<file path="config.mk">
export PLATFORM = sky130hd
export DESIGN_NAME = fpa_div_cell
export DESIGN_NICKNAME = d
export VERILOG_FILES = /design/src/rtl/fpa_pkg.sv /design/src/rtl/fpa_div_cell.sv
export SDC_FILE = /design/constraint.sdc
export NUM_CORES = 1
export LEC_CHECK = 0
export ABC_AREA = 1
export BUFFER_PORTS_ARGS = -buffer_cell sky130_fd_sc_hd__clkbuf_2
export CAP_MARGIN = 10
export CORE_AREA = 2 2 217 112
export CTS_BUF_LIST = sky130_fd_sc_hd__clkbuf_16
export DETAILED_ROUTE_END_ITERATION = 8
export DIE_AREA = 0 0 219 114
export PLACE_DENSITY = 0.68
export SETUP_SLACK_MARGIN = 0.15
export SYNTH_ARGS = -nofsm -noshare
export SYNTH_HDL_FRONTEND = slang
export SYNTH_SLANG_ARGS = --single-unit
</file>
<file path="constraint.sdc">
create_clock -name clk_i -period 0.8 [get_ports clk_i]
set_input_delay 0.12 -clock clk_i [delete_from_list [all_inputs] [get_ports clk_i]]
set_output_delay 0.12 -clock clk_i [all_outputs]
set_load 0.1 [all_outputs]
</file>
<file path="src/rtl/fpa_pkg.sv">
// Shared types, opcode and status codes and saturation helpers for the
// fixed-point ALU. No dependencies.
package fpa_pkg;

  // Opcodes
  localparam logic [3:0] CMD_ADD  = 4'd0;
  localparam logic [3:0] CMD_SUB  = 4'd1;
  localparam logic [3:0] CMD_MUL  = 4'd2;
  localparam logic [3:0] CMD_DIV  = 4'd3;
  localparam logic [3:0] CMD_GT   = 4'd4;
  localparam logic [3:0] CMD_LT   = 4'd5;
  localparam logic [3:0] CMD_GE   = 4'd6;
  localparam logic [3:0] CMD_LE   = 4'd7;
  localparam logic [3:0] CMD_EQ   = 4'd8;
  localparam logic [3:0] CMD_NE   = 4'd9;
  localparam logic [3:0] CMD_MAX  = 4'd10;
  localparam logic [3:0] CMD_MIN  = 4'd11;
  localparam logic [3:0] CMD_INC  = 4'd12;
  localparam logic [3:0] CMD_DEC  = 4'd13;
  localparam logic [3:0] CMD_FINT = 4'd14;
  localparam logic [3:0] CMD_TINT = 4'd15;

  // Status codes
  localparam logic [1:0] ST_OK   = 2'd0;
  localparam logic [1:0] ST_OVF  = 2'd1;
  localparam logic [1:0] ST_DIV0 = 2'd2;

  // Result carried alongside the divider chain
  typedef struct packed {
    logic [31:0] value;
    logic        flag;
    logic [1:0]  status;
    logic        is_div;
    logic        neg;
    logic        b_zero;
  } side_t;

  typedef struct packed {
    logic [31:0] value;
    logic        ovf;
  } sat_t;

  // Apply sign to a magnitude and saturate to a w-bit signed range
  function automatic sat_t sat_mag(logic [63:0] m, logic neg, int unsigned w);
    logic [63:0] lim;
    logic [63:0] tmp;
    sat_t        r;
    lim   = 64'd1 << (w - 1);
    r.ovf = 1'b0;
    if (neg) begin
      if (m > lim) begin
        r.ovf = 1'b1;
        tmp   = ~lim + 64'd1;
      end else begin
        tmp = ~m + 64'd1;
      end
    end else begin
      if (m > lim - 64'd1) begin
        r.ovf = 1'b1;
        tmp   = lim - 64'd1;
      end else begin
        tmp = m;
      end
    end
    r.value = tmp[31:0];
    return r;
  endfunction

  // Saturate a signed 64-bit value to w bits
  function automatic sat_t clamp(logic [63:0] x, int unsigned w);
    sat_t r;
    if (x[63]) begin
      r = sat_mag(~x + 64'd1, 1'b1, w);
    end else begin
      r = sat_mag(x, 1'b0, w);
    end
    return r;
  endfunction

endpackage

</file>
<file path="src/rtl/fpa_div_cell.sv">
// One restoring-division cell: takes one dividend bit, yields one quotient bit.
// Depends on fpa_pkg.
module fpa_div_cell #(
  parameter int N = 40
) (
  input  logic            clk_i,
  input  logic            rst_ni,
  input  logic            valid_i,
  input  fpa_pkg::side_t  side_i,
  input  logic [31:0]     rem_i,
  input  logic [N-1:0]    dividend_i,
  input  logic [N-1:0]    quot_i,
  input  logic [31:0]     divisor_i,
  output logic            valid_o,
  output fpa_pkg::side_t  side_o,
  output logic [31:0]     rem_o,
  output logic [N-1:0]    dividend_o,
  output logic [N-1:0]    quot_o,
  output logic [31:0]     divisor_o
);
  import fpa_pkg::*;

  logic [32:0] sh;
  logic [32:0] diff;
  logic        ge;
  logic [31:0] rem_d;

  // Shift in next dividend bit, trial subtract
  assign sh    = {rem_i, dividend_i[N-1]};
  assign ge    = sh >= {1'b0, divisor_i};
  assign diff  = sh - {1'b0, divisor_i};
  assign rem_d = ge ? diff[31:0] : sh[31:0];

  always_ff @(posedge clk_i or negedge rst_ni) begin
    if (!rst_ni) begin
      valid_o <= 1'b0;
    end else begin
      valid_o <= valid_i;
    end
  end

  always_ff @(posedge clk_i) begin
    side_o     <= side_i;
    rem_o      <= rem_d;
    dividend_o <= {dividend_i[N-2:0], 1'b0};
    quot_o     <= {quot_i[N-2:0], ge};
    divisor_o  <= divisor_i;
  end

endmodule

</file>
# ---- Yosys cells after proc, flatten, opt, wreduce, memory -nomap -nowiden
# Cells that the tools add are included.
dict set report totals {
  register_bits 182
  wordCells 14
  out_inout_bits 183
  inputBits 185
}
dict set report classes {
  n_mux 1
  addsub 1
  n_lt_le_gt_ge 1
}
# cell n
set op_table {}
lappend op_table {{33-bit by 32-bit >= comparator with 1-bit output} 1}
lappend op_table {{32-bit 2-to-1 mux} 1}
lappend op_table {{32-bit subtractor} 1}

# ---- Logic depth before layout (Yosys ltp)
# Gate-level depths: netlist (run 1).
dict set report depth {
  depth_word 2
  ltp_mapped 16
  depth_no_buf 14
}

# ---- Worst setup path before layout (run 1)
# OpenSTA, ideal clock, no wires.
dict set report synth_path {
  path_type {input port to flip-flop}
  start {input port dividend_i[39]}
  end {register rem_o[16]}
  t_required_ns 0.688
  t_arrival_ns 1.480
  setup_time_ns 0.112
  slack_ns -0.792
  n_path_buf 0
  cell_stages 13
  path_cell_list {inv_1 ha_1 fa_1 inv_1 nand3_1 nand3_1 nand2_1 nand3_1 nand3_1 nand2_1 nand2_1 nand3_2 nand2_1}
}
dict set report synth_via {
  elab_chain_cells 2
  elab_cells_between_ends 3
  classes_between {add/sub (1); order compare (1); mux (1)}
}
# item line_no
set synth_rtl {}
lappend synth_rtl {{start, declared} fpa_div_cell.sv:11} ;# input logic [N-1:0] dividend_i,
lappend synth_rtl {{32-bit subtractor / 33-bit by 32-bit >= comparator with 1-bit output (equally long branches)} {fpa_div_cell.sv:31, fpa_div_cell.sv:30}}
lappend synth_rtl {{32-bit 2-to-1 mux (*)} fpa_div_cell.sv:32} ;# assign rem_d = ge ? diff[31:0] : sh[31:0];
lappend synth_rtl {{net rem_d[16]} fpa_div_cell.sv:26} ;# logic [31:0] rem_d;
lappend synth_rtl {{end signal, assigned} fpa_div_cell.sv:44} ;# rem_o <= rem_d;
lappend synth_rtl {{end, declared} fpa_div_cell.sv:16} ;# output logic [31:0] rem_o,
# Mark *: on every way through the listed nets, which the timed path passes. The rest lies on a longest branch.

# ---- Worst setup path in the final report (run 1)
dict set report layout_path {
  start {input port rem_i[21]}
  end {register rem_o[19]}
}
dict set report layout_via {
  elab_chain_cells 2
}
# item line_no
set layout_rtl {}
lappend layout_rtl {{start, declared} fpa_div_cell.sv:10} ;# input logic [31:0] rem_i,
lappend layout_rtl {{33-bit by 32-bit >= comparator with 1-bit output} fpa_div_cell.sv:30} ;# assign ge = sh >= {1'b0, divisor_i};
lappend layout_rtl {{32-bit 2-to-1 mux} fpa_div_cell.sv:32}
lappend layout_rtl {{net rem_d[19]} fpa_div_cell.sv:26}
# The timed path passes the listed nets, and every way through them passes these cells.

==> out/results.ini, run 1 <==
[logic_synthesis]
synth_cells=836
synth_seq_area_share_pct=53.23
ys_ff_latch=182
synth_area_mm2=0.006854
ys_types=32
yosys.area.top_type=dfxtp_1
avgSynthCellArea_um2=8.199
ys_top_cells_by_area=dfxtp_1 53%, nand2_1 15%, inv_1 8.2%
synth_top_area_share_pct=52.87
syn-num-nets=1054
synth_warnings=0

[finish]
layout.cells.non_filler=1841
nNetsFinal=1728
nFillCells=1620
syn_to_final_growth_pct=148.9
final_common_cell=nand2_1
layout_common_cells=211 x nand2_1, 188 x buf_12, 181 x dfxtp_4, 168 x clkbuf_2, 161 x dlygate4sd3_1
drive_above_1_share_pct=60.80

[routing]
wire_per_inst_um=17.53
vias_per_cell=4.349
drcViolationCount=0
drt_iter0_drc=484
num_vias=8006
drt_wl_total_um=32270
firstDrtPassIters=5
detail-route-antenna-nets=0

[floorplan]
design.core.area_mm2=0.02332
rows=40
pin_count=368
initial_core_util_pct=29.39
die_x_um=219
floorplan.die_area_mm2=0.02497
die_h_um=114

[timing]
rsz0062_at_grt=true
finalSetupViolCount=215
min_period_over_period_pct=179.8
fin_ws_ns=-0.6382
setup_tns_ns=-71.83
fmax_mhz=695.3
layout_min_cycle_time_ns=1.438
maxSlewViolCount=0
final_hold_viol_count=0

[critical_path]
crit_arrival_ns=1.77
critPathBufInv=3
crit_fanout=5
crit_type=in2reg
crit_chain=clkbuf_2 -> ha_4 -> nand2_4 -> nor2_4 -> nand2_2 -> nor2_4 -> nand2_2 -> nand3_2 -> nor2_4 -> buf_12 -> clkbuf_16 -> nand3_2 -> nand2_1
critPathSlowestCell=ha_4
cp-start-kind=input port
cpPeakStageDelay_ns=0.30
cp.required_ns=1.13
critPathTopFamily=simple AND/OR/NAND/NOR gates
cp_common_cell=nor2_4
crit_path_end_kind=flip-flop

[place]
globalplace.congestion=0.9388
dp_cells=1606
dp_hpwl_um=22330
io_buffers=365

[clock_network]
clock-sinks=182
cts.clk_slew.worst_paths_ns=0.07
cts_tree=done
clock_path_buffers=2
cts_buffers=17
htree_levels=4
root_buffer=clkbuf_16

[power_and_ir_drop]
peakVddDrop_mv=1.069
pwr_density_cell_mw_per_mm2=1915
p_leak_uw=0.008138

[flow_run]
maxCapViolations=0

[worst_hold_path]
whs_path_depth=4
hold-path-endpoint=rem_o[31]
hold_path.class=in2reg
hold_start=rem_i[30]

[grt]
grtUsageTotal_pct=25.02
antenna_found_initial=4
grt_max_degree=19
gr-total-overflow=0
grt_pass1_vias=8008
grt_pass1_wl_um=46130

[outcome]
violations=setup timing
outcome=complete, but fails checks

## Yosys cell counts
master	count
buf_4	1
inv_2	3
fa_1	1
o21ai_0	2
inv_1	149
buf_12	1
dfxtp_1	181
nand3b_1	10
nand2_1	276
conb_1	1
nand3_2	16
o21bai_1	1
nor3_1	6
or2_1	1
nand3_1	52
xor2_1	13
buf_8	1
and2_1	8
xnor2_1	1
a21oi_1	21
nand2_4	1
buf_6	1
nor2_2	5
nor2_4	1
nor2_1	34
dfrtp_1	1
nor3_2	2
ha_1	32
nand2_2	4
buf_2	7
nand4_1	2
nand2_8	1
## flip-flops by register name, summed over array words and instances (netlist names)
name        count
divisor_o      32
dividend_o     39
valid_o         1
side_o         38
quot_o         40
rem_o          32
## tightest hold or removal path, delay by kind of cell
family	cells	cell delay (ns)
buffers and inverters	2	0.20
AND/OR/NAND/NOR	2	0.11
## power by group
group          total (uW)  switching, uW  leakage (uW)  internal (uW)
Combinational       14200           8560       0.00627           5600
Clock                8160           4050      0.000272           4110
Sequential          10300            623       0.00160           9720
## how the worst max path moves through the flow
stage          cells after the start         to  slack (ns)           from
2_1_floorplan                     16  rem_o[24]       -0.69   divisor_i[2]
3_3_place_gp                      15   rem_o[0]       -1.23  divisor_i[12]
3_5_place_dp                      13   rem_o[1]       -1.26  divisor_i[12]
4_1_cts                           12   rem_o[1]       -0.53  divisor_i[31]
5_1_grt                           14   rem_o[3]       -0.70      rem_i[21]
6_report                          13  rem_o[19]       -0.64      rem_i[21]
## cell families after synthesis
group / after synthesis / share of synthesized area, %
and+or+nand+nor: 419 / 27.38
DFF: 182 / 53.23
buffers and inverters: 163 / 9.620
adders and majority gates: 33 / 6.134
AOI/OAI and AO/OA: 24 / 1.789
xor gates and xnor gates: 14 / 1.789
other: 1 / 0.05471
## repair_timing
| item | CTS | global route |
|---|---|---|
| resized for setup | 89 | 139 |
| hold buffers | 160 | 2 |
| pin swaps | 25 | 76 |
| buffers inserted | 12 | 16 |
| endpoints found under the setup margin | 215 | 216 |
| gates cloned | 5 | 6 |
| endpoints found under the hold margin | 160 | 3 |
## stage by stage
step                      power, uW  utilization [%]  setup slack [ns]  hold WS, ns  cell area (um2)
after floorplan               17600                -           -0.6854      -0.1756             7881
after global placement        22670            57.98            -1.230      -0.1029            13520
after detailed placement      22800            57.98            -1.260      -0.1006            13520
after CTS                     32130            69.89           -0.5348      -0.2126            16300
after global routing          33930            73.12           -0.6971    -0.008624            17050
final                         32660            73.13           -0.6382      0.01133            17060
## final cells by class
type / instances / area, um2 / share of cell area [%]
repair buffers: 660 / 7480 / 43.85
flip-flops and latches: 182 / 4332 / 25.40
multi-input cells: 497 / 3684 / 21.60
inverters: 152 / 595.6 / 3.492
clock buffers: 17 / 425.4 / 2.494
well taps: 315 / 394.1 / 2.311
clock inverters: 15 / 138.9 / 0.8143
diodes: 3 / 7.507 / 0.04401
## metal layers
metal  part of all wire (%)  routed length [um]  track usage, %  vias to the layer above
met1                     42               13440           32.46                     3705
met2                     45               14670           38.71                      355
met3                     11                3524           9.040                       47
met4                    1.9                 627           8.288                        2
met5                  0.040                  13               0                        -
li1                       -                   -               -                     3897
(Power assumes the default switching activity.)
==> run 2: changes to the inputs <==
--- a/config.mk
+++ b/config.mk
@@ -17,3 +17,4 @@
 export SYNTH_ARGS = -nofsm -noshare
 export SYNTH_HDL_FRONTEND = slang
 export SYNTH_SLANG_ARGS = --single-unit
+export TNS_END_PERCENT = 5
==> out/results.ini, run 2 (synthesis results as in run 1) <==
[outcome]
outcome=complete, but fails checks
violations=setup timing

[power_and_ir_drop]
peakVddDrop_mv=1.439  ; +35%
p_leak_uw=0.008128  ; -0.13%
pwr_density_cell_mw_per_mm2=1991  ; +4.0%

[critical_path]
crit_path_end_kind=flip-flop
crit_start=divisor_i[3]
cp-start-kind=input port
cp.required_ns=1.18  ; +0.05 ns
crit_arrival_ns=1.79  ; +0.02 ns
crit_fanout=4  ; -1
crit_type=in2reg

[finish]
multi_input_area_mm2=0.003642  ; -1.1%
fin_area_mm2=0.01667  ; -2.3%
syn_to_final_growth_pct=143.2
largest_reg_flops=40  ; unchanged
nNetsFinal=1731  ; +0.17%
regArea_mm2=0.003900  ; -10%
largest-register=quot_o
layout_common_cells=199 x nand2_1, 191 x buf_12, 171 x dfxtp_2, 171 x dlygate4sd3_1, 169 x clkbuf_2
final_common_cell=nand2_1
diodes=0  ; -3
nFillCells=1579  ; -2.5%
drive_above_1_share_pct=62.25  ; +1.5 points
top_regs=quot_o: 40 flops, dividend_o: 39 flops, side_o: 38 flops

[place]
io_buffers=365  ; unchanged
placed_cell_area_mm2=0.01287  ; -4.8%
dp_hpwl_um=22560  ; +1.0%
globalplace.congestion=0.9947  ; +6.0%

[clock_network]
htree_levels=4  ; unchanged
cts_buffers=17  ; unchanged
root_buffer=clkbuf_16
clock_path_buffers=2  ; unchanged
clock-sinks=182  ; unchanged
cts.clk_slew.worst_paths_ns=0.07  ; about the same
cts_tree=done

[timing]
setup_tns_ns=-69.48  ; +2.344 ns
min_period_over_period_pct=176.5  ; -3.3 points
maxSlewViolCount=0  ; unchanged
fmax_mhz=708.2  ; +1.8%
rsz0062_at_grt=true
fin_ws_ns=-0.6121  ; +0.02612 ns
layout_min_cycle_time_ns=1.412  ; -0.02612 ns
finalSetupViolCount=215  ; unchanged
final_hold_viol_count=0  ; unchanged

[floorplan]
die_h_um=114  ; unchanged
initial_core_util_pct=29.39  ; unchanged
pin_count=368  ; unchanged
design.core.area_mm2=0.02332  ; unchanged
floorplan.die_area_mm2=0.02497  ; unchanged
die_x_um=219  ; unchanged
rows=40  ; unchanged

[worst_hold_path]
hold_path.class=in2reg
hold_start=rem_i[21]

[routing]
firstDrtPassIters=7  ; +2
wire_per_inst_um=18.20  ; +3.8%
detail-route-antenna-nets=0  ; unchanged
drt_iter0_drc=620  ; +28%
drcViolationCount=0  ; unchanged
num_vias=8126  ; +1.5%
vias_per_cell=4.414  ; +1.5%
drt_wl_total_um=33510  ; +3.8%

[grt]
grt_pass1_wl_um=46880  ; +1.6%
grt_max_degree=19  ; unchanged
grt_pass1_vias=8160  ; +1.9%
grtUsageTotal_pct=25.15  ; +0.13 points
gr-total-overflow=0  ; unchanged
antenna_found_initial=1  ; -3

[flow_run]
maxCapViolations=0  ; unchanged

-- run 2: final timing paths --
kind	to	slack, ns	depth (start not counted)
worst max-delay path	rem_o[14]	-0.61	14
worst min-delay path	rem_o[22]	0.01	4
max in group asynchronous	valid_o	0.59	3
min in group asynchronous	valid_o	0.11	3
-- run 2: area by class of cell --
cell class / instances / share of cell area, %
clock buffers: 17 / 2.552
clock inverters: 15 / 0.7732
inverters: 152 / 3.528
multi-input cells: 491 / 21.85
flip-flops and latches: 182 / 23.40
well taps: 315 / 2.365
repair buffers: 669 / 45.53
-- run 2: power breakdown --
part | switching [uW] | internal (uW)
Sequential | 664 | 9940
Combinational | 8610 | 5720
Clock | 3950 | 4310
Total | 13200 | 20000
-- run 2: worst max-delay path: stages --
cell	delay [ns]
clkbuf_2	0.10
inv_2	0.04
ha_4	0.30
buf_6	0.14
nand2_2	0.08
nor2_4	0.15
nand2_1	0.11
nand3_2	0.12
nand2_1	0.08
nand2_2	0.13
buf_4	0.13
xor2_1	0.16
nand2_2	0.07
nand2_1	0.07
-- run 2: layer usage --
| layer | share of wire, % | vias to the layer above | routed length, um | GRT usage, % |
|---|---|---|---|---|
| met3 | 8.1 | 48 | 2716 | 6.747 |
| met2 | 48 | 360 | 16190 | 40.61 |
| met1 | 42 | 3829 | 14050 | 33.42 |
| li1 | - | 3889 | - | - |
| met4 | 1.7 | 0 | 555 | 6.396 |
| met5 | 0 | - | 0 | 0 |
-- run 2: what timing repair did --
item                       CTS  global route
hold buffers               171             1
hold endpoints to repair   171             1
setup buffers               12            13
setup endpoints to repair  215           216
pin swaps                   17            59
resized for setup          263           195
cloned                       2             3
-- run 2: metrics by stage --
stage / hold WS, ns / std cells / worst slack (ns) / total power, uW / utilization, %
finish: 0.01179 / 1841 / -0.6121 / 33190 / 71.47
global route: 0.01068 / 1841 / -0.6550 / 34310 / 71.47
CTS: -0.2082 / 1824 / -0.5465 / 32340 / 68.06
detailed placement: -0.09751 / 1607 / -1.153 / 22930 / 55.17
global placement: -0.1046 / 1607 / -1.165 / 22800 / 55.17
floorplan: -0.1756 / 836 / -0.6858 / 17570 / -
